[src/design/lci_pkg.sv]
// shared types and constants for the line / circle intersection pipeline
// no dependencies; used by the cell modules and the top level
`default_nettype none

package lci_pkg;

  // one numerator per output coordinate
  localparam int LANES = 4;

  typedef enum logic [1:0] {
    HIT_NONE    = 2'd0,
    HIT_TANGENT = 2'd1,
    HIT_TWO     = 2'd2,
    HIT_DEGEN   = 2'd3
  } hit_t;

  // per-stage pipeline control handed along the cell rows
  typedef struct packed {
    logic adv;
    logic vld;
  } step_t;

endpackage

`default_nettype wire

[src/design/lci_sqrt_cell.sv]
// one cell of the square root row: settles one root bit per item
// depends on lci_pkg
`default_nettype none

module lci_sqrt_cell #(
  parameter int SW = 8,
  parameter int K  = 0,
  parameter int PW = 1
) (
  input  logic             clk,
  input  logic             rst_n,
  input  lci_pkg::step_t   step_i,
  input  logic [2*SW-1:0]  rem_i,
  input  logic [SW-1:0]    root_i,
  input  logic [PW-1:0]    pay_i,
  output logic             vld_o,
  output logic [2*SW-1:0]  rem_o,
  output logic [SW-1:0]    root_o,
  output logic [PW-1:0]    pay_o
);

  localparam int NB = 2 * SW + 1;

  logic [NB-1:0]     trial;
  logic              take;
  logic [2*SW-1:0]   rem_nxt, rem_r;
  logic [SW-1:0]     root_nxt, root_r;
  logic [PW-1:0]     pay_r;
  logic              vld_r;

  // (root + 2^k)^2 - root^2, root has no bits at or below k yet
  always_comb begin
    trial    = (NB'(root_i) << (K + 1)) | (NB'(1) << (2 * K));
    take     = NB'(rem_i) >= trial;
    rem_nxt  = take ? rem_i - trial[2*SW-1:0] : rem_i;
    root_nxt = take ? (root_i | (SW'(1) << K)) : root_i;
  end

  always_ff @(posedge clk) begin
    if (!rst_n) begin
      vld_r <= 1'b0;
    end else if (step_i.adv) begin
      vld_r <= step_i.vld;
    end
  end

  always_ff @(posedge clk) begin
    if (step_i.adv) begin
      rem_r  <= rem_nxt;
      root_r <= root_nxt;
      pay_r  <= pay_i;
    end
  end

  assign vld_o  = vld_r;
  assign rem_o  = rem_r;
  assign root_o = root_r;
  assign pay_o  = pay_r;

endmodule

`default_nettype wire

[config.mk]
export PLATFORM = sky130hd
export DESIGN_NAME = lci_sqrt_cell
export DESIGN_NICKNAME = d
export VERILOG_FILES = /design/src/design/lci_pkg.sv /design/src/design/lci_sqrt_cell.sv
export SDC_FILE = /design/constraint.sdc
export NUM_CORES = 1
export LEC_CHECK = 0
export BUFFER_PORTS_ARGS = -buffer_cell sky130_fd_sc_hd__buf_4
export CAP_MARGIN = 20
export CELL_PAD_IN_SITES_DETAIL_PLACEMENT = 0
export CELL_PAD_IN_SITES_GLOBAL_PLACEMENT = 1
export CORE_UTILIZATION = 38
export CTS_CLUSTER_SIZE = 24
export DETAILED_ROUTE_END_ITERATION = 8
export GPL_ROUTABILITY_DRIVEN = 0
export MAX_ROUTING_LAYER = met4
export PLACE_DENSITY = 0.86
export SLEW_MARGIN = 40
export SYNTH_ARGS = -nofsm -noshare
export SYNTH_HDL_FRONTEND = slang
export SYNTH_SLANG_ARGS = --single-unit
[constraint.sdc]
create_clock -name clk -period 3 [get_ports clk]
set_clock_uncertainty 0.15 [all_clocks]
set_input_delay 0.6 -clock clk [delete_from_list [all_inputs] [get_ports clk]]
set_output_delay 0.6 -clock clk [all_outputs]
set_load 0.01 [all_outputs]
# After elaboration in Yosys (flattened, before gate mapping)
# Cells that the tools add are included.
# classes
n_addsub	1
order_cmp	1
muxes	1
# ops
operator	n
16-bit by 9-bit greater-or-equal comparator with 1-bit output	1
16-bit 2-to-1 mux	1
16-bit by 9-bit subtractor with 16-bit output	1
# word_totals
register_bits	26
inputBits	29
out_inout_bits	26
elab_cells	8

# Longest topological paths before layout
# logic_depth
ltp_word	2
depth_mapped	8
ltp_nobuf	8

# Worst setup path before layout
# Ideal clock, no wire load.
# synth_path
path_type	input -> register
from	input port root_i[7]
to	register rem_r[1], in the netlist rem_o[1], data pin
setup_time_ps	260
t_arrival_ps	2327
required_time_ps	2590
setup_slack_ps	264
path_stages	7
n_path_buf	0
cell_sequence	inv_1 ha_1 nor4_4 or4b_4 nor3_4 nand2_4 mux2_2
# synth_via
elab_chain_cells	2
# synth_lines
element	line_no	text
start: declaration	lci_sqrt_cell.sv:14	input logic [SW-1:0] root_i,
16-bit by 9-bit greater-or-equal comparator with 1-bit output	lci_sqrt_cell.sv:34	take = NB'(rem_i) >= trial;
16-bit 2-to-1 mux	lci_sqrt_cell.sv:35	rem_nxt = take ? rem_i - trial[2*SW-1:0] : rem_i;
net rem_nxt[1]	lci_sqrt_cell.sv:26	logic [2*SW-1:0] rem_nxt, rem_r;
end signal: assignment	lci_sqrt_cell.sv:49	rem_r <= rem_nxt;
end: declaration	lci_sqrt_cell.sv:26	
# The timed path passes the listed nets, and every way through them passes these cells.
# A chain may end at the register's enable or synchronous reset.

# Worst setup path after layout
# layout_path
from	input port rem_i[8]
to	register rem_r[1], in the netlist rem_o[1], data pin
# layout_via
elab_chain_cells	2
# layout_lines
element	line_no	text
start: declaration	lci_sqrt_cell.sv:13	input logic [2*SW-1:0] rem_i,
16-bit by 9-bit greater-or-equal comparator with 1-bit output	lci_sqrt_cell.sv:34	
16-bit 2-to-1 mux	lci_sqrt_cell.sv:35	
net rem_nxt[1]	lci_sqrt_cell.sv:26	
# The timed path passes the listed nets, and every way through them passes these cells.

==> reports/qor.yml <==
antenna_found_initial: 0
cts-root-buf: "clkbuf_8"
cpPeakStageDelay_ns: 0.54
yosys-top-cells-area: "edfxtp_1 50%, ha_1 7.4%, mux2_2 6.0%, xor2_1 5.2%, xnor2_1 2.9%"
cp.arrival_ns: 2.55
synth_top_area_share: 0.496
grt_pass1_wl_um: 4950
crit_buf_inv: 1
port_buffers: 54
yosysSeqAreaShare: 0.509
cts_tree: "yes"
path_clk_slew_ns: 0.09
synthCells: 116
synth_enable_flop_cells: 25
wire_per_inst_um: 13.5
cpLargestDelayFamily: "simple AND/OR/NAND/NOR gates"
hold_buffers: 0
fin_tns_setup_ns: 0
drive_gt1_frac: 0.418
netlist_top_cells_count: "25 x edfxtp_1, 9 x ha_1, 9 x inv_1, 9 x xor2_1, 8 x mux2_2"
required_ns: 2.88
insertion_delay_ns: 0.26
grt_start_max_net_pins: 27
cp_slowest_cell: "or4b_4"
whs_ns: 0.355
tightest_slew_ns: 0.374
async_flop_share: 0
synth_top_area_cell: "edfxtp_1"
antenna_left: 0
finalHoldViolations: 0
p_per_area_nw_per_um2: 441
slew_headroom: 0.747
synthesis.area_um2: 1510
drt_iter0_drc: 35
cp-start-kind: "input pin"
criticalPathCategory: "input pin to register"
syn_nets: 155
critPathCaptureType: "register"
die_x_um: 65.1
fin_util: 0.548
num_rows: 22
numCtsBuffers: 3
outcome: "finished clean"
yosysWarnings: 0
maxCapViolCount: 0
multiInputGateArea_um2: 706
dieArea_um2: 4240
viasPerCell: 5.01
drt-total-wl_um: 3030
vias: 1128
die_y_um: 65.1
cts.sinks: 26
rsz0062_at_grt: "no"
yosysMostFrequentCell: "edfxtp_1"
fin_crit_sh: 0.890
r2r_slack_ns: 2.25
synth_cell_types: 40
vdd.ir_drop.worst_uv: 161
nFillCells: 366
drc: 0
final-setup-viol-count: 0
gr-usage-all-layers: 0.158
synth-seq-cells: 26
antenna_cells: 0
p_leak_nw: 0.877
synth_flop_cell: "edfxtp_1"
place_hpwl_um: 2360
grt_pass1_vias: 1145
start_util: 0.404
fin_nets: 217
finalPower_mw: 0.905
max_freq_mhz: 374
path_max_fanout: 9
maxSlewViolCount: 0
hold_path_class: "input pin to register"
seq_area_um2: 771
dr.pass1.iters: 4
cts.path.max_buffers: 2
syn2layout_area_growth_pct: 35.5
period_minus_slack_ns: 2.67
core_region_area_um2: 3740
cts_resized: 0
crit_chain: "buf_4 > ha_1 > nor4_4 > or4b_4 > nor3_4 > nand2_4 > mux2_2"
postCtsSetupBuffers: 0
cts-htree-levels: 1
overflow: 0
avgSynthCellArea_um2: 13.1
pin_count: 55
==> placed cells by master, fill, tap and decap left out, types with 2 or more instances in the layout <==
master,synthesis,final
mux2_2,8,8
nand2_1,2,2
nand3_1,3,3
nor2b_1,2,2
buf_4,0,58
o21bai_1,2,2
clkbuf_8,0,3
ha_1,9,9
nand4_1,2,2
nor2_1,2,2
a211oi_1,4,4
inv_1,9,9
edfxtp_1,25,25
a21oi_1,6,6
a21o_1,2,2
o21ai_0,2,2
xnor2_1,5,5
xor2_1,9,9
==> stage by stage <==
stage                     instance area [um^2]  worst slack, ns  instances
after CTS                                 2050            0.328        225
after detailed placement                  2010           0.0421        221
final                                     2050            0.329        225
after global routing                      2050            0.266        225
after global placement                    2010            0.113        221
after floorplan                           1510            0.264        116
==> registers in the layout, indices dropped and copies added (netlist names) <==
signal / cells
root_o: 8
vld_o: 1
pay_o: 1
rem_o: 16
==> cells by family (layout without fill, tap and decap cells) <==
logic type	after synthesis	after routing	share of synthesized area
flops	26	26	0.509
mux	9	9	0.0661
xor+xnor	14	14	0.0810
compound gates	22	22	0.101
simple gates	25	25	0.131
buf+inv	10	71	0.0248
fa+ha+maj	10	10	0.0876
==> where the power goes <==
part           switching (mW)  total [mW]  internal [mW]
clock network           0.107       0.202         0.0950
logic                   0.112       0.245          0.133
registers              0.0113       0.458          0.446
total                   0.230       0.905          0.674
==> path summary, 6_finish.rpt <==
path,startpoint,to,depth (start not counted)
max reg2reg,vld_o,vld_o,2
max,rem_i[8],rem_o[1],7
min reg2reg,vld_o,vld_o,2
min,pay_i,pay_o,1
==> area by class of cell <==
cell class,count,share of cell area
repair buffers,58,0.212
multi-input cells,80,0.344
flip-flops and latches,26,0.376
well taps,48,0.0293
clock buffers,4,0.0220
inverters,9,0.0165
==> per-layer routing <==
metal,routed length [um],vias to the layer above,GRT usage
met2,1580,39,0.286
met3,166,4,0.0174
li1,-,559,-
met4,46,0,0.0652
met5,0,-,-
met1,1240,526,0.176
Note: power is estimated with default switching activity, not from simulation.
