[config.mk]
export PLATFORM = sky130hd
export DESIGN_NAME = lci_mul
export DESIGN_NICKNAME = d
export VERILOG_FILES = /design/src/design/lci_mul.sv
export SDC_FILE = /design/constraint.sdc
export NUM_CORES = 1
export LEC_CHECK = 0
export BUFFER_PORTS_ARGS = -buffer_cell sky130_fd_sc_hd__buf_2
export CAP_MARGIN = 20
export CORE_ASPECT_RATIO = 0.9
export CORE_UTILIZATION = 63
export CTS_CLUSTER_SIZE = 16
export DETAILED_ROUTE_END_ITERATION = 7
export HOLD_SLACK_MARGIN = 0.12
export PLACE_DENSITY = 0.86
export SETUP_SLACK_MARGIN = 0.05
export SYNTH_ARGS = -nofsm -noshare
export SYNTH_HDL_FRONTEND = slang
export SYNTH_SLANG_ARGS = --single-unit
[constraint.sdc]
create_clock -name clk -period 5.8 [get_ports clk]
set_input_delay 0.29 -clock clk [delete_from_list [all_inputs] [get_ports clk]]
set_output_delay 0.29 -clock clk [all_outputs]
set_load 0.02 [all_outputs]
[src/design/lci_mul.sv]
// two-stage unsigned multiplier built from four half-width partial products
// no dependencies
`default_nettype none

module lci_mul #(
  parameter int AW = 8,
  parameter int BW = 8
) (
  input  logic           clk,
  input  logic           adv,
  input  logic [AW-1:0]  a,
  input  logic [BW-1:0]  b,
  output logic [AW+BW-1:0] p
);

  localparam int AL = AW / 2;
  localparam int AH = AW - AL;
  localparam int BL = BW / 2;
  localparam int BH = BW - BL;
  localparam int PW = AW + BW;

  logic [AL+BL-1:0] ll_nxt, ll_r;
  logic [AL+BH-1:0] lh_nxt, lh_r;
  logic [AH+BL-1:0] hl_nxt, hl_r;
  logic [AH+BH-1:0] hh_nxt, hh_r;
  logic [PW-1:0]    p_nxt, p_r;

  always_comb begin
    ll_nxt = (AL+BL)'(a[AL-1:0]) * (AL+BL)'(b[BL-1:0]);
    lh_nxt = (AL+BH)'(a[AL-1:0]) * (AL+BH)'(b[BW-1:BL]);
    hl_nxt = (AH+BL)'(a[AW-1:AL]) * (AH+BL)'(b[BL-1:0]);
    hh_nxt = (AH+BH)'(a[AW-1:AL]) * (AH+BH)'(b[BW-1:BL]);
    p_nxt  = PW'(ll_r) + (PW'(lh_r) << BL) + (PW'(hl_r) << AL) + (PW'(hh_r) << (AL + BL));
  end

  always_ff @(posedge clk) begin
    if (adv) begin
      ll_r <= ll_nxt;
      lh_r <= lh_nxt;
      hl_r <= hl_nxt;
      hh_r <= hh_nxt;
      p_r  <= p_nxt;
    end
  end

  assign p = p_r;

endmodule

`default_nettype wire

; Word level (Yosys, flattened, before mapping)
; Index checks and enable logic that the tools add are counted.
[op_classes]
n_mul = 4
n_addsub = 3
[ops]
columns = operator, count
row1 = $mul A4 B4 Y8, 4
row2 = $add A14 B16 Y16, 1
row3 = $add A13 B12 Y14, 1
row4 = $add A8 B12 Y13, 1
[word_totals]
out_inout_bits = 16
reg_bits = 48

; Logic depth before layout (Yosys ltp)
[logic_depth]
word_depth = 3
ltp_mapped = 10
mapped_depth_nobuf = 10

; Worst setup path before layout
; OpenSTA, ideal clock, no wires.
[synth_timing]
path_type = in2reg
from = input port a[4]
to = register hh_r[6] (data pin)
n_path_buf = 0
slack_ns = 3.236
path_stages = 8
required_ns = 5.542
arrival_time_ns = 2.306
cell_sequence = nand2_1 > fa_1 > inv_1 > fa_1 > fa_1 > a21o_1 > a21oi_1 > xnor2_1
[synth_via]
elab_chain_cells = 1
[synth_rtl]
columns = item, line
row1 = from (decl), 11  ; input logic [AW-1:0] a,
row2 = $mul A4 B4 Y8, 32  ; hh_nxt = (AH+BH)'(a[AW-1:AL]) * (AH+BH)'(b[BW-1:BL]);
row3 = net hh_nxt[6], 25  ; logic [AH+BH-1:0] hh_nxt, hh_r;
row4 = to (signal assigned), 41  ; hh_r <= hh_nxt;
row5 = to (decl), 25
; The timed path passes the listed nets, and every way through them passes these cells.
; A chain may end at the register's enable or synchronous reset.

; Worst setup path after layout
[layout_timing]
from = register ll_r[5]
to = register p_r[15] (netlist: p[15]) (data pin)
[layout_via]
elab_chain_cells = 3
[layout_rtl]
columns = item, line
row1 = from (decl), 22  ; logic [AL+BL-1:0] ll_nxt, ll_r;
row2 = from (signal assigned), 38  ; ll_r <= ll_nxt;
row3 = $add A8 B12 Y13, 33  ; p_nxt = PW'(ll_r) + (PW'(lh_r) << BL) + (PW'(hl_r) << AL) + (PW'(hh_r) << (AL + BL));
row4 = $add A13 B12 Y14, 33
row5 = $add A14 B16 Y16, 33
row6 = net p_nxt[15], 26  ; logic [PW-1:0] p_nxt, p_r;
row7 = to (signal assigned), 42  ; p_r <= p_nxt;
row8 = to (decl), 26
; The timed path passes the listed nets, and every way through them passes these cells.

==> qor.yml <==
power:
  pwr-share-clk_pct: 14.6
  vdd_drop_max_mv: 0.359
  p_seq_share_pct: 41.0
  switching_share_pct: 35.6
  power.switching_w: 0.000455
  power_frac_comb_pct: 44.4
  p_leak_nw: 1.84
  p_per_area_nw_per_um2: 315
  internal_power_w: 0.000824
routing:
  route.detailed.drc: 0
  antenna_left: 0
  drt_iter0_drc: 71
  firstDrtPassIters: 4
  wirelength_um: 5930
  viasPerCell: 5.39
  drt-wirelength-per-cell_um: 14.1
  vias: 2271
floorplan:
  io_pins: 34
  die_area_um2: 6230
  core_area_um2: 5690
  die_h_um: 75.0
  start_util_pct: 65.5
  dieWidth_um: 83.1
  rows: 26
place:
  io_buffers: 33
  dp_worst_setup_slack_ns: 2.89
  hpwl_um: 4740
  place_congestion: 0.880
  dpl_cell_area_um2: 3980
synth:
  seq_area_frac_synth_pct: 38.7
  synth_nets: 410
  synth.yosys.warnings: 0
  synth_seq_cells: 48
  synthCells: 311
  synth_cell_types: 29
  avgSynthCellArea_um2: 12.0
  netlist_area_um2: 3730
  netlist_top_cells_area: "edfxtp_1 39%, ha_1 19%, fa_1 13%, and2_1 8.4%, xnor2_1 4.2%"
  synth_area_leader_cell: "edfxtp_1"
  yosysTopAreaCellShare_pct: 38.7
sta:
  hold_viol_final: 0
  fin_crit_sh_pct: 45.1
  worstMarginPinSlew_ns: 0.982
  rsz0062_at_grt: "no"
  setup_ws_ns: 3.18
  slew_viol_final: 0
  finalCriticalPeriod_ns: 2.62
  relSlewSlack_pct: 34.6
  setup_tns_ns: 0
  max_freq_mhz: 382
  finalSetupViolCount: 0
  clock_skew_ns: 0.00824
setup_path:
  cp_cell_sequence: "fa_1, ha_1, fa_1, a21oi_1, o211ai_2, o311ai_2, xnor2_1"
  critPathMostFrequentCell: "fa_1"
  r2r-start: "ll_r[5]"
  worstPathArrival_ns: 2.66
  start_kind: "flip-flop"
  worst_setup_path_end_kind: "flip-flop"
  cpMaxStageDelayCell: "fa_1"
  slowest_delay_ns: 0.49
  crit_path_start: "ll_r[5]"
  critPathKind: "reg -> reg"
  crit_family: "adder cells"
  worst_ep_required_time_ns: 5.85
  worst-path-buf-inv: 0
  r2r.worst_path.cells: 7
  path_max_fanout: 3
  crit_cells: 7
finish:
  mostFrequentLayoutCells: "56 x ha_1, 50 x and2_1, 48 x edfxtp_1"
  drive_gt1_share_pct: 12.8
  nNetsFinal: 449
  diodes: 0
  layout_commonest_cell: "ha_1"
  syn2layout_area_growth_pct: 8.90
  final_cell_area_um2: 4060
cts:
  numClockSinks: 48
  clockBufferDepth: 2
  cts_resized: 0
  cts_tree: "done"
  hold_buffers: 0
  cts_made_buffers: 5
  clkLatencyLatePin_ns: 0.30
  clk_root_buffer_cell: "clkbuf_8"
  clk_pin_slew_ns: 0.08
  h-tree-depth: 2
  postCtsSetupBuffers: 0
job:
  cap_violations: 0
global_route:
  antenna_found_initial: 0
  grt_max_degree: 49
  track_usage_pct: 20.6
  grt_pass1_wl_um: 9800
  grt_pass1_vias: 2141
  overflow: 0
run_status:
  status: "complete, no violations"
min_path:
  hp-start: "b[4]"
  hold_path.class: "in -> reg"
  hold_depth: 2
## cell families (layout without fill, tap and decap cells)
family	count (synthesis)	count (layout)	synth area share, %
AOI/OAI and AO/OA	32	32	6.38
DFF	48	48	38.7
adders and majority gates	81	81	32.2
xor gates and xnor gates	24	24	5.64
and+or+nand+nor	100	100	14.4
buffers and inverters	26	66	2.65
## final cells by class
type / count / area [µm²]
fillers: 398 / 1630
clock buffers: 6 / 72.6
clock inverters: 2 / 11.3
flip-flops and latches: 48 / 1440
repair buffers: 33 / 165
inverters: 25 / 93.8
multi-input cells: 237 / 2190
well taps: 70 / 87.6
## final timing paths
check / slack [ns] / to
min: 0.40 / hh_r[0]
min reg2reg: 0.42 / p[1]
max: 3.18 / p[15]
max reg2reg: 3.18 / p[15]
## state kept, by name (all words and copies together) (netlist names)
name  count
p        16
hl_r      8
hh_r      8
lh_r      8
ll_r      8
## Yosys cell counts
cell type  instances
ha_1              56
and2_1            50
edfxtp_1          48
nand2_1           27
fa_1              25
inv_1             25
xnor2_1           18
a21oi_1           13
nor2_1             8
nor2b_1            6
xor2_1             6
a21o_1             5
nand3_1            5
o211ai_1           4
a2111oi_2          1
a21oi_2            1
a32oi_1            1
and2b_2            1
clkbuf_2           1
nand2b_1           1
nand4b_1           1
nor3b_1            1
o2111ai_1          1
o2111ai_2          1
o211ai_2           1
o21a_1             1
o21ai_0            1
o311ai_2           1
o31ai_1            1
## power groups by stage
stage	Combinational (W)	Sequential (W)	Clock (W)
after global placement	0.000543	0.000530	0
after detailed placement	0.000565	0.000534	0
after CTS	0.000570	0.000526	0.000190
after global routing	0.000634	0.000532	0.000200
after floorplan	0.000376	0.000584	0
final	0.000568	0.000524	0.000187
## worst reg2reg max path, cell delays in order, from the launching register on
cell and delay (ns):
edfxtp_1 0.41, fa_1 0.49, ha_1 0.24, fa_1 0.41
a21oi_1 0.28, o211ai_2 0.17, o311ai_2 0.26, xnor2_1 0.12
## routing by layer
metal	track usage (%)	wire length [µm]	vias up
met5	0	0	-
met4	6.32	80	0
met3	2.85	162	6
met2	35.2	2730	40
met1	28.2	2950	1077
li1	-	-	1148
## per-stage QoR
| step | utilization [%] | total power (W) | std cells | hold WS, ns |
|---|---|---|---|---|
| 2_1_floorplan | - | 0.000960 | 311 | 0.400 |
| 3_3_place_gp | 69.8 | 0.00107 | 413 | 0.404 |
| 3_5_place_dp | 69.8 | 0.00110 | 413 | 0.407 |
| 4_1_cts | 71.3 | 0.00129 | 421 | 0.398 |
| 5_1_grt | 71.3 | 0.00137 | 421 | 0.410 |
| 6_report | 71.3 | 0.00128 | 421 | 0.402 |
Power figures use the tool's default switching activity.
