--- src/design/lci_pkg.sv ---
// shared types and constants for the line / circle intersection pipeline
// no dependencies; used by the cell modules and the top level
`default_nettype none

package lci_pkg;

  // one numerator per output coordinate
  localparam int LANES = 4;

  typedef enum logic [1:0] {
    HIT_NONE    = 2'd0,
    HIT_TANGENT = 2'd1,
    HIT_TWO     = 2'd2,
    HIT_DEGEN   = 2'd3
  } hit_t;

  // per-stage pipeline control handed along the cell rows
  typedef struct packed {
    logic adv;
    logic vld;
  } step_t;

endpackage

`default_nettype wire

--- src/design/lci_div_cell.sv ---
// one cell of the divider row: one quotient bit for each of the four lanes
// depends on lci_pkg
`default_nettype none

module lci_div_cell #(
  parameter int NW = 16,
  parameter int DW = 8,
  parameter int QW = 8,
  parameter int K  = 0,
  parameter int PW = 1
) (
  input  logic                                 clk,
  input  logic                                 rst_n,
  input  lci_pkg::step_t                       step_i,
  input  logic [DW-1:0]                        den_i,
  input  logic [lci_pkg::LANES-1:0][NW-1:0]    rem_i,
  input  logic [lci_pkg::LANES-1:0][QW-1:0]    q_i,
  input  logic [PW-1:0]                        pay_i,
  output logic                                 vld_o,
  output logic [DW-1:0]                        den_o,
  output logic [lci_pkg::LANES-1:0][NW-1:0]    rem_o,
  output logic [lci_pkg::LANES-1:0][QW-1:0]    q_o,
  output logic [PW-1:0]                        pay_o
);

  logic [NW-1:0]                             dsh;
  logic [lci_pkg::LANES-1:0][NW-1:0]         rem_nxt, rem_r;
  logic [lci_pkg::LANES-1:0][QW-1:0]         q_nxt, q_r;
  logic [DW-1:0]                             den_r;
  logic [PW-1:0]                             pay_r;
  logic                                      vld_r;

  assign dsh = NW'(den_i) << K;

  always_comb begin
    for (int l = 0; l < lci_pkg::LANES; l++) begin
      if (rem_i[l] >= dsh) begin
        rem_nxt[l] = rem_i[l] - dsh;
        q_nxt[l]   = q_i[l] | (QW'(1) << K);
      end else begin
        rem_nxt[l] = rem_i[l];
        q_nxt[l]   = q_i[l];
      end
    end
  end

  always_ff @(posedge clk) begin
    if (!rst_n) begin
      vld_r <= 1'b0;
    end else if (step_i.adv) begin
      vld_r <= step_i.vld;
    end
  end

  always_ff @(posedge clk) begin
    if (step_i.adv) begin
      rem_r <= rem_nxt;
      q_r   <= q_nxt;
      den_r <= den_i;
      pay_r <= pay_i;
    end
  end

  assign vld_o = vld_r;
  assign den_o = den_r;
  assign rem_o = rem_r;
  assign q_o   = q_r;
  assign pay_o = pay_r;

endmodule

`default_nettype wire

--- config.mk ---
export PLATFORM = sky130hd
export DESIGN_NAME = lci_div_cell
export DESIGN_NICKNAME = d
export VERILOG_FILES = /design/src/design/lci_pkg.sv /design/src/design/lci_div_cell.sv
export SDC_FILE = /design/constraint.sdc
export NUM_CORES = 1
export LEC_CHECK = 0
export BUFFER_PORTS_ARGS = -buffer_cell sky130_fd_sc_hd__buf_4
export CORE_ASPECT_RATIO = 0.5
export CORE_MARGIN = 2
export CORE_UTILIZATION = 35
export DETAILED_ROUTE_END_ITERATION = 10
export PLACE_DENSITY_LB_ADDON = 0.12
export SETUP_SLACK_MARGIN = 0.5
export SLEW_MARGIN = 10
export SYNTH_ARGS = -nofsm -noshare
export SYNTH_HDL_FRONTEND = slang
export SYNTH_SLANG_ARGS = --single-unit
--- constraint.sdc ---
create_clock -name clk -period 4.3 [get_ports clk]
set_input_delay 0.215 -clock clk [delete_from_list [all_inputs] [get_ports clk]]
set_output_delay 0.215 -clock clk [all_outputs]
set_load 0.1 [all_outputs]
* Word-level counts from Yosys, hierarchy flattened
Cells that the tools add are included.
** Storage, ports and cells
- Flip-flop bits (word level) :: 106
- Bits of input ports :: 109
- Output and inout bits :: 106
- Logic and storage cells :: 27
** Operators by class
- Add/subtract/negate cells :: 4
- Order comparisons :: 4
- Muxes and demuxes :: 4
** Operators with widths (number)
- >= comparator 16 x 8 -> 1 bit :: 4
- 2-to-1 mux 16 bit :: 4
- subtractor 16 x 8 -> 16 bit :: 4

* Longest topological paths before layout
Gate-level depths: netlist (run 1).
- Word-level depth :: 2
- Depth in mapped cells :: 11
- Mapped depth without buffers :: 9

* Worst setup path before layout (run 1)
No wires, ideal clock.
- Path type :: input port to flip-flop
- Start :: input port rem_i[10] (netlist bit)
- End :: register rem_r (netlist bit rem_o[3]), data pin
- Setup time :: 0.260 ns
- Arrival time :: 2.074 ns
- Required time :: 4.040 ns
- Setup slack :: 1.966 ns
- Stages on the path :: 5
- Path buffers :: 0
- Cells stage by stage :: or4_4 -> or4_1 -> a211o_1 -> nor3_4 -> mux2_2
** RTL lines
- start: declaration :: line lci_div_cell.sv:16 : input logic [lci_pkg::LANES-1:0][NW-1:0] rem_i,
- end signal: assignment :: line lci_div_cell.sv:57 : rem_r <= rem_nxt;
- end: declaration :: line lci_div_cell.sv:27 : logic [lci_pkg::LANES-1:0][NW-1:0] rem_nxt, rem_r;

==> metrics.txt, run 1 <==
ant diodes=0; simple-gate share of the synthesized area=0.1386; TritonCTS Sinks=106; routed vias=4390; final slew viol count=0; minimum clock period=2.665 ns; Worst path max stage delay=0.86 ns; drc violations=0; row count=32; Max Clk Rate=375.3 MHz; Die Wd=184.1 microns; outcome=finished clean; endpoint class of the critical path=register; Avg WL per Cell=15.92 microns; H-tree levels=3; fin crit share=0.6197; synthesized area=5677 sq um; worst path bufs/invs=2; asr flop ratio synth=0; Compound-Gate Fraction of Synth Area=0.1192; CTS tree=done; total grt overflow=0; Worst-path clk slew=0.07 ns; sequential element share of the synthesized area=0.5590; DP HPWL=10950 microns; Hold Path Class=in2reg; RSZ-0062 raised after global routing=no; starting density of the core=0.3635; LEAKAGE=3.249 nW; Num CTS Buffers=9; # IOs=215; Yosys top cell by area=edfxtp_1; Cell Chain, Critical Path=buf_4 > inv_1 > ha_1 > and3_1 > a31oi_1 > nand2_1 > nor3_2 > nor4b_1 > xor2_1; synth unique cells=48; max-cap violations=0; Reg2Reg Setup Slack=3.70 ns; syn nets=617; Total Routing Usage GR=0.1648; top post-synthesis cells by area=edfxtp_1, ha_1, xnor2_1; die area=17320 sq um; Crit Path Class=in2reg; vias in the first global route=4183; area of the core=15620 sq um; Hold-fix buffers, CTS=0; largest net degree at the start of global routing=46; Final Hold Fails=0; final setup margin=1.635 ns; Clock Path Buffers=2; first-pass GRT wire length=21460 microns; Worst EP required=4.39 ns; Port Buffer Count=214; Synth Instances=472; worst skew pair latency=0.35 ns; total power density per cell area=452.4 nW/um^2; post-cts sizing count=0; final setup fails=0; Setup Skew=0 ns; count leader, synth=edfxtp_1; RR Startpoint=vld_o; initial antenna violation count=0; CTS Root Cell=clkbuf_16; CP Launch Type=primary input; Hold Startpoint=q_i[5]; mux contribution to synthesized area=0.01697; Fillers=1414; routed vias/inst=4.872; Commonest cells post-synth=edfxtp_1, nand2_1, nor2_1; reg-to-reg endpoint=vld_o; Die Ht=94.06 microns; Post-Syn Area per Cell=12.03 sq um; Reg2Reg Depth=2; # Post-CTS Setup Buffers=0; post-route ant nets=0; drt first-iter violations=198; EDFF count, synth=105; share of cells above drive strength 1=0.3529; synthesized flop and latch total=106; Setup TNS Final=0 ns; hold-critical path endpoint=q_o[5]; Post-Place Worst Slack=1.288 ns; Post-Synth XOR/XNOR Area=0.06480; Synthesis Warnings=0; CP arrival=2.75 ns; combinational family with the most area after synthesis=simple AND/OR/NAND/NOR gates; maximum vdd drop=0.2711 mV; Tightest Pin Transition=1.109 ns; CP delay by family, top=simple AND/OR/NAND/NOR gates; CP max stage cell=nor3_2; DRT Pass-1 Iters=6; Synth Area in Adders=0.08464; Total Power=0.003546 W; Layout area overhead=38.09%; Nets=838; slew margin rel.=0.2568; main flop type after synthesis=edfxtp_1; final wirelength=14340 microns; WHS Path Cells=1; GP Congestion=0.8178; share of the synthesized area in the top cell type=0.5554; worst-path fanout max=19
worst register-to-register path: cells and delay by family (launching register included):
family	cells	cell delay (ns)
flops	1	0.32
mux	1	0.12
simple gates	1	0.06
final cells by class:
cell class / instances / area (sq um) / share of cell area
Tap cell: 204 / 255.2 / 0.03256
Sequential cell: 106 / 3173 / 0.4048
Clock inverter: 6 / 91.34 / 0.01165
Clock buffer: 9 / 225.2 / 0.02873
Multi-Input combinational cell: 343 / 2409 / 0.3073
Inverter: 17 / 63.81 / 0.008140
Timing Repair Buffer: 216 / 1622 / 0.2069
sequential cells by signal (all words and copies together), names as in the netlist:
name   cells
pay_o      1
den_o      8
q_o       32
rem_o     64
vld_o      1
placed cells by master (no fill, tap or decap), types with 5 or more instances in the layout:
master,Yosys,routed
xor2_1,21,21
or3_1,6,6
nor2_1,35,35
a21o_1,6,6
nor4_1,7,7
clkbuf_16,0,9
nor2b_1,7,7
o21a_1,13,13
xnor2_1,21,21
a21oi_1,20,20
o31a_1,5,5
buf_4,0,216
o21ai_2,5,5
o31ai_1,8,8
nand2b_1,16,16
nand2_1,44,44
o21ai_0,26,26
inv_1,17,17
nor3_1,16,16
ha_1,32,32
mux2_2,5,5
a211oi_1,7,7
edfxtp_1,105,105
report_power, final:
part           internal (W)  leakage [nW]  switching [W]
sequential          0.00127          1.04      0.0000299
combinational      0.000328          2.07        0.00103
clock              0.000509         0.144       0.000381
total               0.00211          3.25        0.00144
worst max path at each step:
stage	from	slack [ns]	to	depth (start not counted)
after detailed placement	den_i[6]	1.29	rem_o[45]	9
final	den_i[6]	1.64	rem_o[45]	9
after global routing	den_i[6]	1.44	rem_o[45]	9
after CTS	den_i[6]	1.68	rem_o[45]	9
after floorplan	rem_i[10]	1.97	rem_o[3]	5
after global placement	den_i[6]	1.33	rem_o[45]	9
through the flow:
stage / cells / util / cell area (sq um) / hold WS [ns]
floorplan: 472 / - / 5677 / 0.3139
global placement: 886 / 0.4817 / 7522 / 0.3932
detailed placement: 886 / 0.4817 / 7522 / 0.3944
CTS: 901 / 0.5020 / 7839 / 0.01996
global route: 901 / 0.5020 / 7839 / 0.01095
finish: 901 / 0.5020 / 7839 / 0.03908
metal layers:
| metal | vias to the layer above | wire length (microns) | GRT usage | part of all wire |
|---|---|---|---|---|
| li1 | 2220 | - | - | - |
| met1 | 2008 | 6455 | 0.2100 | 0.45 |
| met2 | 150 | 6475 | 0.2648 | 0.45 |
| met3 | 12 | 1239 | 0.06279 | 0.086 |
| met4 | 0 | 169 | 0.04133 | 0.012 |
| met5 | - | 0 | 0 | 0 |
logic make-up after synthesis:
family,count (synthesis)
adders and majority gates,36
and+or+nand+nor,154
xor gates and xnor gates,42
AOI/OAI and AO/OA,102
buffers and inverters,23
DFF,106
muxes,9
(Power assumes the default switching activity.)
==> run 2: changes to the inputs <==
- ABC_AREA: default -> 1
- clock period: 4.3 -> 2.3 ns (I/O delays scaled with it)
==> metrics.txt, run 2 <==
initial antenna violation count=0; die area=20730 sq um; Die Ht=102.8 microns; multi-input combinational cell area=3079 sq um; TritonCTS Sinks=106; Cells after DPL=1276; internal power=0.003954 W; Yosys top cell by area=edfxtp_1; Fillers=1880; Setup Skew=0 ns; Synth Instances=800; final wirelength=18840 microns; worst skew pair latency=0.35 ns; routed vias/inst=4.505; # IOs=215; ant diodes=0; synth unique cells=29; DP HPWL=14910 microns; Worst-path clk slew=0.08 ns; row count=36; minimum clock period=1.673 ns; fin cells=1330; Comb pwr share=0.408; Flop pwr share=0.352; asr flop ratio synth=0; final slew viol count=0; Critical Path Sink=q_o[8]; Reg2Reg Depth=3; Crit Path Class=in2reg; register area=3173 sq um; CP arrival=1.78 ns; Worst EP required=2.41 ns; Psw=0.002920 W; fin crit share=0.7274; GP Congestion=0.8443; LEAKAGE=4.429 nW; CTS Root Cell=clkbuf_16; routed vias=5992; slew margin rel.=0.5582; post-route ant nets=0; Total Power=0.006874 W; Post-Syn Area per Cell=8.546 sq um; commonest cells after routing, fill and taps aside=nand2_1, buf_4, inv_1, edfxtp_1, nor2_1; Net Sw Frac=0.4248; Crit. Startpoint=den_i[7]; synthesized area=6837 sq um; max-cap violations=0; H-tree levels=3; Layout area overhead=37.65%; maximum vdd drop=0.3628 mV; main flop type after synthesis=edfxtp_1; Synthesis Warnings=0; final core utilization=0.4870; Port Buffer Count=214; CTS tree=done; final setup margin=0.6269 ns; Num CTS Buffers=9; share of the synthesized area in the top cell type=0.4612; Die Wd=201.7 microns; Reg2Reg Setup Slack=1.09 ns; worst-path fanout max=9; Final Hold Fails=0; drc violations=0; count leader, synth=nand2_1; Tightest Pin Transition=0.6627 ns; Post-Place Worst Slack=0.2161 ns; starting density of the core=0.3538; drt first-iter violations=286; total power density per cell area=730.4 nW/um^2; Setup TNS Final=0 ns; top post-synthesis cells by area=edfxtp_1, nand2_1, inv_1; syn nets=945; RR Startpoint=vld_o; reg-to-reg endpoint=vld_o; Total Routing Usage GR=0.1834; outcome=finished clean; final setup fails=0; CP Launch Type=primary input; sequential element share of the synthesized area=0.4641; Largest register FFs=64; synthesized flop and latch total=106; WHS Path Cells=2; RSZ-0062 raised after global routing=yes; most common cell after layout, fill and taps aside=nand2_1; share of cells above drive strength 1=0.2810; first-pass GRT wire length=29530 microns; endpoint class of the critical path=register; Max Clk Rate=597.7 MHz; DRT Pass-1 Iters=5; largest net degree at the start of global routing=50; Avg WL per Cell=14.16 microns; vias in the first global route=5657; Clock Path Buffers=2; total grt overflow=0; Commonest cells post-synth=nand2_1, inv_1, edfxtp_1; Clock power frac=0.240; Nets=1204; EDFF count, synth=105; area of the core=19320 sq um; Hold Path Class=in2reg
==> run 2: worst min path at each step <==
stage,startpoint,end,slack (ns)
6_report,q_i[16],q_o[16],0.02
5_1_grt,q_i[16],q_o[16],0.008
4_1_cts,q_i[16],q_o[16],0.002
3_5_place_dp,q_i[25],q_o[25],0.29
3_3_place_gp,q_i[27],q_o[27],0.29
2_1_floorplan,step_i[1],vld_o,0.21
==> run 2: what timing repair did <==
action,CTS,global route
gates resized for setup,0,4
endpoints found under the setup margin,0,5
buffers inserted,0,0
hold buffers,38,0
endpoints found under the hold margin,37,0
==> run 2: metrics by stage <==
stage	hold WS, ns	instance area [sq um]
after global routing	0.008312	9410
final	0.01992	9410
after floorplan	0.2085	6837
after detailed placement	0.2946	8706
after global placement	0.2932	8706
after CTS	0.001687	9398
==> run 2: layer usage <==
layer / vias up / part of all wire / track usage / wire length [microns]
li1: 3147 / - / - / -
met1: 2681 / 0.49 / 0.2562 / 9192
met2: 149 / 0.45 / 0.3029 / 8491
met3: 15 / 0.051 / 0.03287 / 957
met4: 0 / 0.010 / 0.03676 / 197
met5: - / 0 / 0 / 0
==> run 2: cells by family (layout without fill, tap and decap cells) <==
group	count (synthesis)	count (layout)	share of synthesized area
DFF	106	106	0.4641
adders and majority gates	36	36	0.07028
buffers and inverters	128	392	0.08675
xor gates and xnor gates	20	20	0.02562
and+or+nand+nor	438	438	0.2793
AOI/OAI and AO/OA	72	72	0.07394
==> run 2: layout make-up <==
class / instances / area share
inverters: 120 / 0.05013
multi-input cells: 566 / 0.3272
well taps: 266 / 0.03537
repair buffers: 256 / 0.2170
clock inverters: 6 / 0.007712
flip-flops and latches: 106 / 0.3372
clock buffers: 10 / 0.02540
==> run 2: worst max-delay path: stages <==
cell	delay [ns]
buf_4	0.10
clkinvlp_4	0.16
ha_1	0.46
a21oi_1	0.23
nand2_1	0.10
a21oi_2	0.18
nand2_4	0.14
or2_2	0.29
==> run 2: power groups by stage <==
stage / Sequential [W] / Combinational [W] / Clock (W)
floorplan: 0.00391 / 0.000634 / 0
finish: 0.00242 / 0.00280 / 0.00165
global route: 0.00244 / 0.00295 / 0.00177
detailed placement: 0.00247 / 0.00275 / 0
CTS: 0.00243 / 0.00281 / 0.00170
global placement: 0.00247 / 0.00275 / 0
