<file path="src/design/lci_out_buf.sv">
// two-entry output buffer: result register plus skid entry
// no dependencies
`default_nettype none

module lci_out_buf #(
  parameter int DW = 8
) (
  input  logic          clk,
  input  logic          rst_n,
  input  logic          in_vld,
  input  logic [DW-1:0] in_data,
  output logic          ready_o,
  output logic          out_tvalid,
  input  logic          out_tready,
  output logic [DW-1:0] out_data
);

  logic          m_v_nxt, m_v_r, s_v_nxt, s_v_r;
  logic [DW-1:0] m_d_nxt, m_d_r, s_d_nxt, s_d_r;

  always_comb begin
    m_v_nxt = m_v_r;
    s_v_nxt = s_v_r;
    m_d_nxt = m_d_r;
    s_d_nxt = s_d_r;
    if (m_v_r && out_tready) begin
      if (s_v_r) begin
        m_d_nxt = s_d_r;
        s_v_nxt = 1'b0;
      end else if (in_vld) begin
        m_d_nxt = in_data;
      end else begin
        m_v_nxt = 1'b0;
      end
    end else if (in_vld) begin
      if (!m_v_r) begin
        m_v_nxt = 1'b1;
        m_d_nxt = in_data;
      end else begin
        s_v_nxt = 1'b1;
        s_d_nxt = in_data;
      end
    end
  end

  always_ff @(posedge clk) begin
    if (!rst_n) begin
      m_v_r <= 1'b0;
      s_v_r <= 1'b0;
    end else begin
      m_v_r <= m_v_nxt;
      s_v_r <= s_v_nxt;
    end
  end

  always_ff @(posedge clk) begin
    m_d_r <= m_d_nxt;
    s_d_r <= s_d_nxt;
  end

  assign ready_o    = !s_v_r;
  assign out_tvalid = m_v_r;
  assign out_data   = m_d_r;

endmodule

`default_nettype wire

</file>
<file path="config.mk">
export PLATFORM = sky130hd
export DESIGN_NAME = lci_out_buf
export DESIGN_NICKNAME = d
export VERILOG_FILES = /design/src/design/lci_out_buf.sv
export SDC_FILE = /design/constraint.sdc
export NUM_CORES = 1
export LEC_CHECK = 0
export ABC_CLOCK_PERIOD_IN_PS = 1680
export BUFFER_PORTS_ARGS = -buffer_cell sky130_fd_sc_hd__buf_2
export CAP_MARGIN = 20
export CORE_AREA = 8 8 51 53
export DETAILED_ROUTE_END_ITERATION = 6
export DIE_AREA = 0 0 59 61
export SLEW_MARGIN = 20
export SYNTH_ARGS = -nofsm -noshare
export SYNTH_HDL_FRONTEND = slang
export SYNTH_SLANG_ARGS = --single-unit
</file>
<file path="constraint.sdc">
create_clock -name clk -period 1.68 [get_ports clk]
set_input_delay 0.336 -clock clk [delete_from_list [all_inputs] [get_ports clk]]
set_output_delay 0.336 -clock clk [all_outputs]
set_load 0.005 [all_outputs]
</file>
# After elaboration in Yosys (flattened, before gate mapping)
# Index checks and enable logic that the tools add are counted.
# totals
regBits,18
out_inout_bits,10
# classes
eq_ne,3
muxes,9
n_reduce_logical,9
bitwise_logic,2
# op_table
operator,count
8-bit 2-to-1 mux,5
3-bit AND reduction,3
1-bit 2-to-1 mux,4
"2-bit != test, second input constant",2
2-bit nonzero test,2
"2-bit by 1-bit != test with 1-bit output, second input constant",1
1-bit NOT,2
2-bit AND reduction,1
2-bit OR reduction,1
1-bit logical AND,1
1-bit zero test,1

# Depth between registers and ports, before layout
# Gate-level depths: netlist of run 1.
# logic_depth
ltp_word,3
ltp_mapped,3
ltp_nobuf,3

# Worst setup path before layout of run 1
# No wires, ideal clock.
# synth_timing
path_kind,register -> register
startpoint,"reg m_v_r, in the netlist out_tvalid"
endpoint,"reg m_d_r[0], in the netlist out_data[0] (enable)"
required_ns,1.305
setup_time_ns,0.375
arrival_time_ns,1.002
n_path_buf,0
synth_period_minus_slack_ns,1.377
setup_slack_ns,0.303
path_stages_with_launch,3
path_cell_list,dfxtp_1 a21oi_1 a21oi_1
# synth_between
elab_chain_cells,3
word_cells_on_any_way,4
classes_between,eq/ne (1); reduce/logical (3)
# synth_rtl
item,line_no,text
"start, declared",18,"logic m_v_nxt, m_v_r, s_v_nxt, s_v_r;"
"start signal, assigned",51,m_v_r <= m_v_nxt;
1-bit logical AND,26,if (m_v_r && out_tready) begin
2-bit by 1-bit != test with 1-bit output (no source line) / 2-bit nonzero test (equally long branches),--,
3-bit AND reduction (no source line) (*),--,
"end signal, assigned",57,m_d_r <= m_d_nxt;
"end, declared",19,"logic [DW-1:0] m_d_nxt, m_d_r, s_d_nxt, s_d_r;"
# Every way passes the cells marked *; elsewhere a longest branch is shown, timed or not.
# A chain may end at the register's enable or synchronous reset.

# Worst setup path after layout of run 1
# layout_timing
startpoint,"reg m_v_r, in the netlist out_tvalid"
endpoint,out out_tvalid
# layout_lines
item,line_no,text
"end, declared",13,"output logic out_tvalid,"
# No word-level cell between the ends.

==> results of run 1 <==
layout by cell type (no fill, tap or decap):
cell and n:
a21boi_0 1, a21oi_1 3, and3_2 1, buf_2 21
buf_4 1, clkbuf_4 3, clkinv_1 1, dfxtp_1 2
edfxtp_1 16, inv_1 2, mux2_2 8, nand2_1 2
nand3_4 1, nor2_1 1, o21a_1 1
logic make-up (layout without fill, tap and decap cells):
| logic type | after synthesis | after routing | synth area share [%] |
|---|---|---|---|
| flops | 18 | 18 | 76.1 |
| compound gates | 5 | 5 | 4.39 |
| simple gates | 5 | 5 | 5.30 |
| mux | 8 | 8 | 13.2 |
| buf+inv | 2 | 28 | 1.10 |
synth_stat cells:
library cell,instances
dfxtp_1,2
mux2_2,8
nand3_4,1
a21oi_1,3
nor2_1,1
o21a_1,1
a21boi_0,1
nand2_1,2
inv_1,2
and3_2,1
edfxtp_1,16
state kept, by name (all words and copies together), names as in the netlist:
register    flops
s_v_r           1
out_data        8
out_tvalid      1
s_d_r           8
worst reg2reg max path, delay by kind of cell, from the launching register on:
family / cells / cell delay, ps
DFF: 1 / 490
muxes: 1 / 320
and+or+nand+nor: 1 / 190
path summary, 6_finish.rpt:
kind	cells after the start	to	slack [ps]
worst max register to register	2	out_data[3]	440
worst min register to register	1	out_data[5]	560
worst min-delay path	1	s_d_r[1]	240
worst max-delay path	1	out_tvalid	400
layout make-up:
| cell class | count | area share [%] |
|---|---|---|
| sequential | 18 | 60.7 |
| multi-input combinational | 18 | 18.2 |
| timing repair buffer | 22 | 13.1 |
| tap | 27 | 3.94 |
| clock buffer | 3 | 2.63 |
| inverter | 2 | 0.876 |
| clock inverter | 1 | 0.438 |
per-stage QoR:
step | hold WS [ps] | worst slack, ps | utilization [%] | total power, W | cells
3_5_place_dp | 526 | 431 | 45.1 | 0.000597 | 87
4_1_cts | 224 | 382 | 46.5 | 0.000807 | 91
3_3_place_gp | 530 | 463 | 45.1 | 0.000595 | 87
2_1_floorplan | 435 | 303 | - | 0.000555 | 38
6_report | 236 | 401 | 46.5 | 0.000792 | 91
5_1_grt | 217 | 333 | 46.5 | 0.000829 | 91
metal layers:
layer	share of wire, %	GRT usage (%)	vias up	routed length (um)
met1	45	8.43	182	522
met5	0	0	-	0
met4	0	2.05	0	0
met3	11	3.18	0	132
met2	44	11.2	17	518
li1	-	-	197	-
power by group:
part | internal (W) | switching (W)
registers | 0.000510 | 0.00000924
logic | 0.0000343 | 0.0000310
clock network | 0.0000860 | 0.000121
==> summary.md, run 1 <==
| Metric | Value |
|---|---|
| CTS Buffer Depth | 2 |
| Register area share after synthesis | 76.1% |
| Drt wl/cell | 12.9 um |
| Cell count after synthesis | 38 |
| RSZ-0062 raised after global routing | false |
| Reg-to-reg startpoint | out_tvalid |
| Drt initial violations | 8 |
| Drt via density | roughly 4.4 |
| H-tree levels | 1 |
| Post-Syn Nets | 50 |
| Core Rows | 16 |
| Post-synth top area cell | edfxtp_1 |
| Setup Skew | 5.16 ps |
| Max Cap Viol | 0 |
| Worst setup SP type | register |
| Global-route wire length before repair | about 1.9 mm |
| All-Layer GR Usage | 7.07% |
| # fillers | 183 |
| Core area | 1840 um2 |
| Max-slew headroom | between 80% and 90% |
| Drt drc | 0 |
| Largest net degree at the start of global routing | 11 |
| Post-CTS setup buffers | 0 |
| Hold Vio Cnt, Final | 0 |
| Final min period | ~1300 ps |
| Hold Startpoint | in_data[1] |
| Slowest-stage cell, CP | dfxtp_1 |
| CP peak stage delay | 490 ps |
| Cell area after layout | 857 um2 |
| Multi-input logic area | 156 um2 |
| Synth top area cells | edfxtp_1 (70%), mux2_2 (13%), dfxtp_1 (5.9%), nand3_4 (2.6%), a21oi_1 (2.2%) |
| I/O Buffers | 21 |
| Hold Path Class | input port to register |
| Status | finished clean |
| Req. time, crit path | 1340 ps |
| CTS tree | yes |
| CTS Buf Count | 3 |
| Worst path arrival time | 940 ps |
| FF+latch area | 520 um2 |
| Post-CTS Hold Buffers | 0 |
| Num ports | 22 |
| Post-Syn Area | just under 700 um2 |
| Layout cells sized above 1 | between 50% and 60% |
| Synthesis Warnings | 0 |
| Vias | 396 |
| Overflow left after global routing | 0 |
| Die width | roughly 60 um |
| Cell variety after synth | 11 |
| Root Driver | clkbuf_4 |
| Drt pass-1 iters | 3 |
| Power Dens Cells | just over 900 nW/um2 |
| Clock slew at reported path FFs | 100 ps |
| Setup Crit Path Kind | register to primary output |
| WL final | between 1 and 1.5 mm |
| Area fraction of the dominant cell type after synthesis | 70.2% |
| CP Cell Sequence | buf_2 |
| Cell family with most CP delay | flip-flops |
| Number of routed nets with antenna violations | 0 |
| Max Fanout on Critical Path | 8 |
| RePlAce Congestion | roughly 0.6 |
| Initial antenna violation count | 0 |
| #FFs+latches synth | 18 |
| Resized cells post-CTS | 0 |
| Sink Count | 18 |
| Die area | 3600 um2 |
| Placed cell area | 831 um2 |
| Critical path capture point type | primary output |
| Setup TNS | 0 ps |
| Initial Util | 37.2% |
| Clock Latency Late Sink | 280 ps |
| Final slew viol count | 0 |
| Avg Cell Area, Syn | 18.0 um2 |
| Nets | 77 |
| Worst Setup SP | out_tvalid |
| P_leak | 0.331 nW |
| # diodes | 0 |
| Die H | between 60 and 70 um |
| Final setup violation count | 0 |
| Worst-Margin Slew | approximately 280 ps |
| CP bufs+invs | 1 |
| Area grow syn2layout | 25.2% |
| Number of global-route vias before repair | around 450 |
| VDD IR-drop max | 0.000417 V |
| F_max | 0.782 GHz |
| Period utilization | 76.1% |
Note: power is estimated with default switching activity, not from simulation.
==> run 2: changes to the inputs <==
ABC_AREA = 1   (was unset)
ABC_CLOCK_PERIOD_IN_PS = 1100   (was 1680)
CORE_AREA = 8 8 53 55   (was 8 8 51 53)
DIE_AREA = 0 0 61 63   (was 0 0 59 61)
clock period = 1.1 ns   (was 1.68 ns; I/O delays follow)
==> run 2 against run 1 <==
- power grew 63%
- die area grew 6.8%
- critical path depth grew 1
- final cell count grew 40%
- register-to-register slack lost 400 ps
- via count grew 38%
- synthesized cell count grew 61%
- clock skew shrank 4.7 ps
- sequential power grew 52%
- non-clock buffer count grew 12
- largest power group unchanged
- combinational power grew to 2.6 times the previous value
- synthesized area grew 9.5%
==> summary.md, run 2 <==
| Metric | Value |
|---|---|
| Synthesis Warnings | 0 |
| F_max | 0.911 GHz |
| Number of routed nets with antenna violations | 0 |
| Req. time, crit path | 880 ps |
| FF+latch area | between 500 and 600 um2 |
| Avg Cell Area, Syn | 12.3 um2 |
| Vias | 545 |
| Post-Syn Nets | 73 |
| Root Driver | clkbuf_4 |
| #FFs+latches synth | 18 |
| H-tree levels | 1 |
| Period utilization | between 90% and 100% |
| CTS tree | yes |
| Initial antenna violation count | 0 |
| Layout cells sized above 1 | 57.6% |
| Post-Syn Area | 749 um2 |
| Multi-input logic area | between 150 and 200 um2 |
| P_leak | 0.479 nW |
| Largest net degree at the start of global routing | 16 |
| Cell variety after synth | 10 |
| Global-route wire length before repair | between 2 and 2.5 mm |
| Core area | 2060 um2 |
| Cell with the most instances after synthesis | edfxtp_1 |
| Dpl hpwl | 1.01 mm |
| Slowest-stage cell, CP | dfxtp_4 |
| Drt via density | 4.29 |
| Hold Path Class | input port to register |
| VDD IR-drop max | 0.000524 V |
| Crit path top cell by count | buf_6 |
| Final setup violation count | 0 |
| Synth Flop Type | edfxtp_1 |
| EDFF count, synth | 16 |
| Area grow syn2layout | 42.7% |
| All-Layer GR Usage | 8.00% |
| Hold Slack | around 120 ps |
| Most common library cells after synthesis | edfxtp_1 (16), inv_1 (14), nand2_1 (11), o21ai_2 (8), nor2_1 (5) |
| Die area | 3840 um2 |
| Clock Latency Late Sink | 290 ps |
| RSZ-0062 raised after global routing | true |
| Nets | 112 |
| CTS Buf Count | 3 |
| WL final | 1.51 mm |
| Fin util | roughly half |
| Share of flip-flops with an asynchronous set or reset | 0% |
| CP peak stage delay | 370 ps |
| Number of global-route vias before repair | 570 |
| Initial Util | 36.3% |
| CTS Buffer Depth | 2 |
| Worst-Margin Slew | approximately 190 ps |
| Synth top area cells | edfxtp_1 (64%), o21ai_2 (9.3%), inv_1 (7.0%), nand2_1 (5.5%), dfxtp_1 (5.3%) |
| Drt wl/cell | between 10 and 15 um |
| Worst path arrival time | 880 ps |
| Critical path capture point type | primary output |
| Clock slew at reported path FFs | ~100 ps |
| Drt drc | 0 |
| Cells after DPL | 116 |
| Max Cap Viol | 0 |
| Status | finished clean |
| I/O Buffers | 21 |
| # fillers | 198 |
| Setup WS pre-CTS | -92.2 ps |
| Die H | 63 um |
| Final worst slack | 1.81 ps |
| Final cell count without fillers | 127 |
| Max Fanout on Critical Path | 4 |
| Commonest cells after routing, fill and taps aside | buf_2 (19), edfxtp_1 (16), nand2_1 (11), inv_1 (10), buf_4 (9) |
| Post-synth top area cell | edfxtp_1 |
| Hold Vio Cnt, Final | 0 |
| Setup Skew | approximately 0.46 ps |
| Final min period | 1100 ps |
| Power Dens Cells | about 1200 nW/um2 |
| Core Rows | 17 |
| Sink Count | 18 |
| Final slew viol count | 0 |
| Drt pass-1 iters | 4 |
| Setup TNS | 0 ps |
| Commonest non-fill, non-tap cell in the layout | buf_2 |
| Area fraction of the dominant cell type after synthesis | approximately 64% |
| Die width | ~61 um |
| Drt initial violations | 11 |
| Cell count after synthesis | 61 |
| Num ports | 22 |
| Worst setup SP type | register |
| CP Cell Sequence | buf_6 -> buf_6 |
| RePlAce Congestion | 0.689 |
| Overflow left after global routing | 0 |
| # diodes | 0 |
| Setup Crit Path Kind | register to primary output |
| Register area share after synthesis | 69.4% |
| Max-slew headroom | 87.6% |
## run 2: cell types whose count changed in the layout (fill, tap and decap cells not counted), moves of 3 or more
| cell | delta |
|---|---|
| nand2_1 | +9 |
| buf_4 | +8 |
| inv_1 | +8 |
| mux2_2 | -8 |
| o21ai_2 | +8 |
| buf_6 | +6 |
| inv_2 | +3 |
## run 2: power by group
group | switching, W | total, W | internal (W)
clock | 0.000201 | 0.000333 | 0.000132
sequential | 0.0000110 | 0.000791 | 0.000780
combinational | 0.0000858 | 0.000170 | 0.0000838
total | 0.000298 | 0.00129 | 0.000996
## run 2: path summary, 6_finish.rpt
check        cells after the start  slack [ps]           to       start
min reg2reg                      2         580  out_data[4]    s_d_r[4]
max reg2reg                      5          40     s_d_r[0]  out_tvalid
min                              1         120     s_d_r[3]  in_data[3]
max                              2           2   out_tvalid  out_tvalid
## run 2: through the flow
stage | instance area [um2] | power, W
after floorplan | 758 | 0.000867
after global placement | 940 | 0.000934
after detailed placement | 940 | 0.000938
after CTS | 1030 | 0.00129
after global routing | 1070 | 0.00135
final | 1070 | 0.00129
## run 2: critical path: cells and delay by family, from the launching register on
kind / cells / cell delay (ps)
buffers and inverters: 2 / 230
flip-flops: 1 / 370
## run 2: area by class of cell
cell class / instances / share of cell area (%)
inverter: 14 / 5.15
sequential: 18 / 49.1
timing repair buffer: 34 / 21.5
clock inverter: 1 / 0.351
multi-input combinational: 29 / 18.5
tap: 28 / 3.27
clock buffer: 3 / 2.11
## run 2: timing repair
action | in CTS | in global routing
setup buffers | 4 | 2
gates resized for setup | 12 | 4
hold buffers | 0 | 0
cloned | 0 | 1
setup endpoints to repair | 18 | 22
endpoints found under the hold margin | 0 | 0
pin swaps | 3 | 2
## run 2: logic make-up (layout without fill, tap and decap cells)
logic type,count (synthesis),after routing,synth area share (%)
AOI/OAI and AO/OA,9,9,10.0
buffers and inverters,15,52,8.51
DFF,18,18,69.4
and+or+nand+nor,19,20,12.0
## run 2: routing by layer
metal  vias to the layer above  track usage [%]  share of wire, %
li1                        274                -                 -
met1                       251             8.45                43
met2                        20             12.6                48
met3                         0             4.32               8.8
met4                         0             3.50                 0
met5                         -                0                 0
